<file path="src/ssod_pkg.sv">
package ssod_pkg;

  typedef enum logic [4:0] {
    OP_INSERT    = 5'd0,
    OP_REMOVE    = 5'd1,
    OP_EXISTS    = 5'd2,
    OP_MIN       = 5'd3,
    OP_MIN_TAKE  = 5'd4,
    OP_MIN_DROP  = 5'd5,
    OP_MAX       = 5'd6,
    OP_MAX_TAKE  = 5'd7,
    OP_MAX_DROP  = 5'd8,
    OP_PRED      = 5'd9,
    OP_PRED_TAKE = 5'd10,
    OP_PRED_DROP = 5'd11,
    OP_SUCC      = 5'd12,
    OP_SUCC_TAKE = 5'd13,
    OP_SUCC_DROP = 5'd14,
    OP_READ_AT   = 5'd15,
    OP_CLEAR     = 5'd16
  } op_e;

  typedef enum logic [3:0] {
    K_INSERT,
    K_REMOVE,
    K_EXISTS,
    K_MIN,
    K_MAX,
    K_PRED,
    K_SUCC,
    K_READ,
    K_CLEAR,
    K_NONE
  } kind_e;

  localparam logic [1:0] ST_OK    = 2'd0;
  localparam logic [1:0] ST_FALSE = 2'd1;
  localparam logic [1:0] ST_ERR   = 2'd2;

  // broadcast to every cell for the request under execution
  typedef struct packed {
    kind_e      kind;
    logic       take;
    logic [3:0] pos;
  } ctl_t;

  function automatic ctl_t decode_op(logic [4:0] op, logic [3:0] pos);
    ctl_t c;
    c.pos  = pos;
    c.take = 1'b0;
    c.kind = K_NONE;
    case (op)
      OP_INSERT: c.kind = K_INSERT;
      OP_REMOVE: begin
        c.kind = K_REMOVE;
        c.take = 1'b1;
      end
      OP_EXISTS: c.kind = K_EXISTS;
      OP_MIN, OP_MIN_TAKE, OP_MIN_DROP: c.kind = K_MIN;
      OP_MAX, OP_MAX_TAKE, OP_MAX_DROP: c.kind = K_MAX;
      OP_PRED, OP_PRED_TAKE, OP_PRED_DROP: c.kind = K_PRED;
      OP_SUCC, OP_SUCC_TAKE, OP_SUCC_DROP: c.kind = K_SUCC;
      OP_READ_AT: c.kind = K_READ;
      OP_CLEAR: c.kind = K_CLEAR;
      default: c.kind = K_NONE;
    endcase
    case (op)
      OP_MIN_TAKE, OP_MIN_DROP, OP_MAX_TAKE, OP_MAX_DROP,
      OP_PRED_TAKE, OP_PRED_DROP, OP_SUCC_TAKE, OP_SUCC_DROP: c.take = 1'b1;
      default: ;
    endcase
    return c;
  endfunction

endpackage

</file>
<file path="src/sorted_set_ordered_dictionary_top.sv">
// A request is registered when taken and executed against all cells once the
// result register is free; its result is registered and shown from the cycle
// after execution. The request register in front of the cell row takes no
// new request until the held one executes, when all cells compare and shift.
// Reset: rst_ni clears the key count and the request and result valids; slot
// keys are not reset and are only read below the count.
module sorted_set_ordered_dictionary_top import ssod_pkg::*; #(
  parameter int CAPACITY  = 16,
  parameter int KEY_WIDTH = 32
) (
  input  logic        clk_i,
  input  logic        rst_ni,
  input  logic        in_valid_i,
  output logic        in_ready_o,
  input  logic [4:0]  op_i,
  input  logic [31:0] key_i,
  input  logic [3:0]  position_i,
  output logic        out_valid_o,
  input  logic        out_ready_i,
  output logic [1:0]  status_o,
  output logic [31:0] value_o,
  output logic [4:0]  count_o
);

  localparam int CNT_W = $clog2(CAPACITY + 1);
  localparam logic [CNT_W-1:0] CAP = CNT_W'(CAPACITY);

  logic                 req_valid_q;
  ctl_t                 ctl_q;
  logic [KEY_WIDTH-1:0] k_q, k_in;
  logic [CNT_W-1:0]     count_q, count_d;

  logic                 out_valid_q;
  logic [1:0]           status_q, status_d;
  logic [KEY_WIDTH-1:0] value_q, value_d;

  logic                 in_fire, exec;
  logic                 ins_en, del_en, hit;
  logic [KEY_WIDTH-1:0] sel_val;

  logic [CAPACITY-1:0]  lt, gt, sel;
  logic [KEY_WIDTH-1:0] keys [CAPACITY];

  generate
    if (KEY_WIDTH <= 32) begin : g_kin_cut
      assign k_in = key_i[KEY_WIDTH-1:0];
    end else begin : g_kin_ext
      assign k_in = {{(KEY_WIDTH-32){1'b0}}, key_i};
    end
    if (KEY_WIDTH >= 32) begin : g_val_cut
      assign value_o = value_q[31:0];
    end else begin : g_val_ext
      assign value_o = {{(32-KEY_WIDTH){1'b0}}, value_q};
    end
    if (CNT_W >= 5) begin : g_cnt_cut
      assign count_o = count_q[4:0];
    end else begin : g_cnt_ext
      assign count_o = {{(5-CNT_W){1'b0}}, count_q};
    end
  endgenerate

  assign in_ready_o  = !req_valid_q;
  assign in_fire     = in_valid_i && in_ready_o;
  assign exec        = req_valid_q && (!out_valid_q || out_ready_i);
  assign out_valid_o = out_valid_q;
  assign status_o    = status_q;

  genvar gi;
  generate
    for (gi = 0; gi < CAPACITY; gi++) begin : g_cell
      logic                 l_lt, l_gt, r_lt;
      logic [KEY_WIDTH-1:0] l_key, r_key;
      if (gi == 0) begin : g_first
        assign l_lt  = 1'b1;
        assign l_gt  = 1'b0;
        assign l_key = k_q;
      end else begin : g_mid_l
        assign l_lt  = lt[gi-1];
        assign l_gt  = gt[gi-1];
        assign l_key = keys[gi-1];
      end
      if (gi == CAPACITY - 1) begin : g_last
        assign r_lt  = 1'b0;
        assign r_key = keys[gi];
      end else begin : g_mid_r
        assign r_lt  = lt[gi+1];
        assign r_key = keys[gi+1];
      end
      ssod_cell #(
        .CELL_IDX (gi),
        .KEY_WIDTH(KEY_WIDTH),
        .CNT_W    (CNT_W)
      ) u_cell (
        .clk_i      (clk_i),
        .ins_en_i   (ins_en),
        .del_en_i   (del_en),
        .ctl_i      (ctl_q),
        .k_i        (k_q),
        .count_i    (count_q),
        .left_lt_i  (l_lt),
        .left_gt_i  (l_gt),
        .left_key_i (l_key),
        .right_lt_i (r_lt),
        .right_key_i(r_key),
        .lt_o       (lt[gi]),
        .gt_o       (gt[gi]),
        .key_o      (keys[gi]),
        .sel_o      (sel[gi])
      );
    end
  endgenerate

  // at most one cell is selected: merge by OR
  always_comb begin
    sel_val = '0;
    for (int i = 0; i < CAPACITY; i++) begin
      sel_val = sel_val | (sel[i] ? keys[i] : '0);
    end
  end

  assign hit    = |sel;
  assign ins_en = exec && (ctl_q.kind == K_INSERT) && !hit && (count_q < CAP);
  assign del_en = exec && ctl_q.take && hit;

  always_comb begin
    status_d = ST_ERR;
    value_d  = '0;
    count_d  = count_q;
    case (ctl_q.kind)
      K_INSERT: begin
        if (hit) begin
          status_d = ST_FALSE;
          value_d  = k_q;
        end else if (count_q < CAP) begin
          status_d = ST_OK;
          value_d  = k_q;
          count_d  = count_q + 1'b1;
        end
      end
      K_REMOVE, K_EXISTS: begin
        if (hit) begin
          status_d = ST_OK;
          value_d  = k_q;
        end else begin
          status_d = ST_FALSE;
        end
      end
      K_MIN, K_MAX, K_PRED, K_SUCC, K_READ: begin
        if (hit) begin
          status_d = ST_OK;
          value_d  = sel_val;
        end
      end
      K_CLEAR: begin
        status_d = ST_OK;
        count_d  = '0;
      end
      default: ;
    endcase
    if (ctl_q.take && hit) begin
      count_d = count_q - 1'b1;
    end
  end

  always_ff @(posedge clk_i or negedge rst_ni) begin
    if (!rst_ni) begin
      req_valid_q <= 1'b0;
      out_valid_q <= 1'b0;
      count_q     <= '0;
    end else begin
      if (in_fire) begin
        req_valid_q <= 1'b1;
      end else if (exec) begin
        req_valid_q <= 1'b0;
      end
      if (exec) begin
        out_valid_q <= 1'b1;
        count_q     <= count_d;
      end else if (out_ready_i) begin
        out_valid_q <= 1'b0;
      end
    end
  end

  // hold request and result payloads
  always_ff @(posedge clk_i) begin
    if (in_fire) begin
      ctl_q <= decode_op(op_i, position_i);
      k_q   <= k_in;
    end
    if (exec) begin
      status_q <= status_d;
      value_q  <= value_d;
    end
  end

endmodule

</file>
<file path="src/ssod_cell.sv">
module ssod_cell import ssod_pkg::*; #(
  parameter int CELL_IDX  = 0,
  parameter int KEY_WIDTH = 32,
  parameter int CNT_W     = 5
) (
  input  logic                 clk_i,
  input  logic                 ins_en_i,
  input  logic                 del_en_i,
  input  ctl_t                 ctl_i,
  input  logic [KEY_WIDTH-1:0] k_i,
  input  logic [CNT_W-1:0]     count_i,
  input  logic                 left_lt_i,
  input  logic                 left_gt_i,
  input  logic [KEY_WIDTH-1:0] left_key_i,
  input  logic                 right_lt_i,
  input  logic [KEY_WIDTH-1:0] right_key_i,
  output logic                 lt_o,
  output logic                 gt_o,
  output logic [KEY_WIDTH-1:0] key_o,
  output logic                 sel_o
);

  localparam logic [CNT_W-1:0] ME      = CNT_W'(CELL_IDX);
  localparam logic [CNT_W-1:0] ME_NEXT = CNT_W'(CELL_IDX + 1);
  localparam logic [3:0]       POS_ME  = 4'(CELL_IDX % 16);
  localparam logic             POS_OK  = (CELL_IDX < 16);

  logic [KEY_WIDTH-1:0] key_q, key_d;
  logic                 valid, eq, shift_del, take_k, shift_ins;

  assign valid = (ME < count_i);
  assign lt_o  = valid && (key_q < k_i);
  assign gt_o  = valid && (key_q > k_i);
  assign eq    = valid && (key_q == k_i);
  assign key_o = key_q;

  // insert point is the first slot not below the key
  assign take_k    = !lt_o && left_lt_i;
  assign shift_ins = !left_lt_i;

  always_comb begin
    sel_o     = 1'b0;
    shift_del = 1'b0;
    case (ctl_i.kind)
      K_INSERT, K_EXISTS: sel_o = eq;
      K_REMOVE: begin
        sel_o     = eq;
        shift_del = !lt_o;
      end
      K_MIN: begin
        sel_o     = valid && (CELL_IDX == 0);
        shift_del = 1'b1;
      end
      K_MAX: sel_o = valid && (count_i == ME_NEXT);
      K_PRED: begin
        sel_o     = lt_o && !right_lt_i;
        shift_del = !right_lt_i;
      end
      K_SUCC: begin
        sel_o     = gt_o && !left_gt_i;
        shift_del = !(lt_o || eq);
      end
      K_READ: sel_o = valid && POS_OK && (ctl_i.pos == POS_ME);
      default: ;
    endcase
  end

  always_comb begin
    key_d = key_q;
    if (ins_en_i) begin
      if (take_k) begin
        key_d = k_i;
      end else if (shift_ins) begin
        key_d = left_key_i;
      end
    end else if (del_en_i && shift_del) begin
      key_d = right_key_i;
    end
  end

  always_ff @(posedge clk_i) begin
    key_q <= key_d;
  end

endmodule
</file>
<file path="config.mk">
export PLATFORM = sky130hd
export DESIGN_NAME = sorted_set_ordered_dictionary_top
export DESIGN_NICKNAME = d
export VERILOG_FILES = /design/src/ssod_pkg.sv /design/src/sorted_set_ordered_dictionary_top.sv /design/src/ssod_cell.sv
export SDC_FILE = /design/constraint.sdc
export NUM_CORES = 2
export LEC_CHECK = 0
export BUFFER_PORTS_ARGS = -buffer_cell sky130_fd_sc_hd__buf_2
export CAP_MARGIN = 5
export CORE_MARGIN = 4
export CORE_UTILIZATION = 40
export CTS_CLUSTER_DIAMETER = 80
export DETAILED_ROUTE_END_ITERATION = 10
export SETUP_SLACK_MARGIN = 0.2
export SKIP_CTS_REPAIR_TIMING = 1
export SLEW_MARGIN = 20
export SYNTH_ARGS = -nofsm -noshare
export SYNTH_HDL_FRONTEND = slang
export SYNTH_SLANG_ARGS = --single-unit
</file>
<file path="constraint.sdc">
create_clock -name clk_i -period 8.45 [get_ports clk_i]
set_input_delay 1.2675 -clock clk_i [delete_from_list [all_inputs] [get_ports clk_i]]
set_output_delay 1.2675 -clock clk_i [all_outputs]
set_load 0.02 [all_outputs]
</file>
==> results.json <==
{
  "core_um2": 109000,
  "rows": 121,
  "slowest_delay_ns": 1.00,
  "clock.fmax_ghz": 0.138,
  "synth-seq-cells": 594,
  "fp.dieW_um": 339,
  "grt_antenna_before_repair": 18,
  "synthCells": 4801,
  "crit_fanout": 32,
  "wl_per_cell_um": 32.4,
  "critPathTopFamily": "simple AND/OR/NAND/NOR gates",
  "postSynthAreaPerCell_um2": 9.15,
  "combinationalPowerShare_pct": 39.9,
  "start_util_pct": 40.3,
  "finalSetupTns_ns": 0,
  "finalHoldViolCount": 0,
  "drv_cap": 0,
  "fill_cells": 10400,
  "ff2ff_setup_slack_ns": 1.22,
  "pwr-share-seq_pct": 33.7,
  "rsz0062_at_grt": "no",
  "power_mw": 12.7,
  "netSwitchingFraction_pct": 43.1,
  "seqCellArea_um2": 17800,
  "drtAntennaViolNets": 0,
  "drtIter0Drc": 7414,
  "async_flop_share_pct": 1.18,
  "drive_gt1_share_pct": 8.27,
  "grt_max_degree": 239,
  "switching_power_mw": 5.48,
  "syn2layout_area_growth_pct": 11.3,
  "cts.path.max_buffers": 3,
  "worst_pin_slew_ns": 1.37,
  "endpoint_kind": "register",
  "yosysSeqAreaShare_pct": 40.5,
  "path_clk_slew_ns": 0.06,
  "syn_area_um2": 43900,
  "crit_arrival_ns": 7.54,
  "min_path_type": "in2async",
  "finalCriticalPeriod_ns": 7.23,
  "path_buf_inv": 5,
  "place_ws_ns": 1.59,
  "rr_endpoint": "g_cell[12].u_cell.key_o[14]",
  "cts_num_sinks": 594,
  "r2r-start": "g_cell[0].l_key[20]",
  "pwr-share-clk_pct": 26.4,
  "dp.cells": 6104,
  "syn-num-nets": 5363,
  "dr.pass1.iters": 9,
  "whs_ns": 0.496,
  "die_area_um2": 115000,
  "placement.cell_area_um2": 46400,
  "ys_warn_count": 0,
  "final_max_slew_viol_count": 0,
  "worstSetupPathType": "reg2reg",
  "grt_util_all_layers_pct": 33.8,
  "first_global_vias": 38100,
  "ys.flop_type": "edfxtp_1",
  "via_count": 42000,
  "ff2ff_path_depth": 19,
  "vdd_drop_max_uv": 152,
  "routabilityCongestion": 1.01,
  "yosysUniqueCellTypes": 78,
  "drc": 0,
  "worstPathCellList": "inv_1 -> buf_4 -> ha_1 -> nand4_1 -> nor4_1 -> nand3_1 -> a21oi_1 -> or3_1 -> a311oi_1 -> a311o_2 -> nor4_1 -> and4bb_2 -> nand4_1 -> or3_4 -> inv_2 -> buf_12 -> a21oi_1 -> o221ai_4 -> buf_12",
  "relSlewSlack_pct": 7.48,
  "finClkSkew_ns": 0.0376,
  "grt_pass1_wl_mm": 283,
  "critPathRequiredTime_ns": 8.77,
  "avgViaCountPerCell": 6.73,
  "leakage_nw": 19.3,
  "setup_viol": 0,
  "h-tree-depth": 3,
  "synth-edff-count": 587,
  "portBuffers": 85,
  "grt_overflow_total": 0,
  "cts_tree": "built",
  "numCtsBuffers": 74,
  "cts_root_buf": "clkbuf_16",
  "fin_ws_ns": 1.22,
  "dp_hpwl_mm": 140,
  "intPower_mw": 7.24,
  "stdcell_area_um2": 48900,
  "ios": 86,
  "critPathLaunchType": "register",
  "clock_latency_ns": 0.68,
  "multi_input_area_um2": 24800,
  "fin_util_pct": 44.8,
  "die_h_um": 339,
  "min_period_over_period_pct": 85.5,
  "cp_slowest_cell": "nor4_1",
  "routed_wl_mm": 202,
  "status": "completed",
  "finalNonFillerCells": 6241,
  "p_per_area_nw_per_um2": 260,
  "finalNetCount": 5328
}
## area by class of cell
type,instances,area share (%)
flip-flops and latches,594,36.4
inverters,77,0.597
repair buffers,219,3.54
clock buffers,87,3.98
clock inverters,45,1.03
multi-input cells,3800,50.8
well taps,1414,3.62
diodes,5,0.0256
## state kept, by name, summed over array words and instances, names as in the netlist
signal / cells
req_valid_q: 1
value_o: 32
g_cell.u_cell.key_o: 512
count_o: 5
g_cell.l_key: 32
status_o: 2
ctl_q: 9
out_valid_o: 1
## power groups by stage
stage	clock network, mW	logic (mW)	registers, mW
after floorplan	0	2.93	4.12
final	3.36	5.07	4.28
after CTS	3.38	4.87	4.25
after global placement	0	4.77	4.31
after detailed placement	0	4.85	4.31
after global routing	3.50	5.36	4.30
## cells in the final DEF, fill, tap and decap left out, types with 12 or more instances in the layout
cell	count
nor4_1	23
buf_4	110
o211ai_1	23
a221oi_1	17
nand2_1	746
buf_12	24
nand3_1	117
nor2_1	344
a21o_1	43
a22oi_1	111
ha_1	517
o21ai_1	128
nand4_1	125
o21ai_0	507
mux2i_1	202
a211oi_1	46
a21oi_1	480
nor2b_1	21
edfxtp_1	587
buf_2	85
clkinv_2	12
and3_1	12
clkbuf_16	76
a222oi_1	72
nor3_1	30
clkinv_1	17
inv_1	73
## worst reg2reg max path, delay by kind of cell, from the launching register on
family          cells  cell delay [ns]
compound gates      5             1.23
fa+ha+maj           1             0.37
buf+inv             5             1.40
flops               1             0.62
simple gates        8             3.18
## worst max-delay path by stage
stage,from,endpoint,cells past startpoint
floorplan,g_cell[0].l_key[13],g_cell[0].u_cell.key_o[0],22
global placement,g_cell[0].l_key[15],g_cell[12].u_cell.key_o[19],20
detailed placement,g_cell[0].l_key[15],g_cell[12].u_cell.key_o[13],20
CTS,g_cell[0].l_key[22],g_cell[12].u_cell.key_o[14],18
global route,g_cell[0].l_key[15],g_cell[12].u_cell.key_o[15],20
finish,g_cell[0].l_key[20],g_cell[12].u_cell.key_o[14],19
## cells by family (layout without fill, tap and decap cells)
kind of cell	after synthesis	in the layout	share of synthesized area, %
flops	594	594	40.5
buf+inv	407	428	3.83
simple gates	1501	1501	14.8
compound gates	1574	1574	21.3
other cells	0	5	0
fa+ha+maj	518	518	14.8
mux	205	205	4.68
xor+xnor	2	2	0.0399
## cells in the mapped netlist (5+ instances only)
master     count  area share, %
and2_1         8           0.11
nand3_1      117            1.3
or3_1         13           0.19
nor4_1        28           0.40
o211ai_1      23           0.39
or4_1          9           0.15
buf_1         12           0.10
o22ai_1        6          0.085
a22o_1        12           0.24
a211o_1        7           0.14
a21o_1        43           0.73
a21oi_1      480            5.5
o31ai_1        7           0.12
ha_1         517             15
and3_1        12           0.17
nor2_1       346            3.0
o21ai_1      133            1.5
edfxtp_1     587             40
nand4_1      125            1.8
a211oi_1      48           0.82
nor3_1        34           0.39
nand2b_1      11           0.16
dfrtp_1        7           0.40
o32ai_1        5           0.10
nor2b_1       22           0.31
inv_1         74           0.63
buf_6         13           0.33
o21ai_0      508            5.8
a222oi_1      72            1.6
or2_2          5          0.071
o221ai_1      10           0.20
a221o_1       17           0.39
clkbuf_1     264            2.3
o21a_1         6           0.10
nand2_1      751            6.4
mux2i_1      202            4.6
a2111oi_0      7           0.14
and4_1         7           0.14
buf_2         38           0.43
a31oi_1       10           0.14
a22oi_1      111            1.9
a221oi_1      17           0.34
a21boi_0       8           0.14
## metal layers
metal / share of wire [%] / track usage [%] / up-vias
met4: 6.8 / 19.3 / 10
met1: 39 / 46.8 / 20000
met2: 39 / 46.4 / 3224
met3: 14 / 10.3 / 646
li1: - / - / 18100
met5: 0.034 / 0 / -
Note: power is estimated with default switching activity, not from simulation.
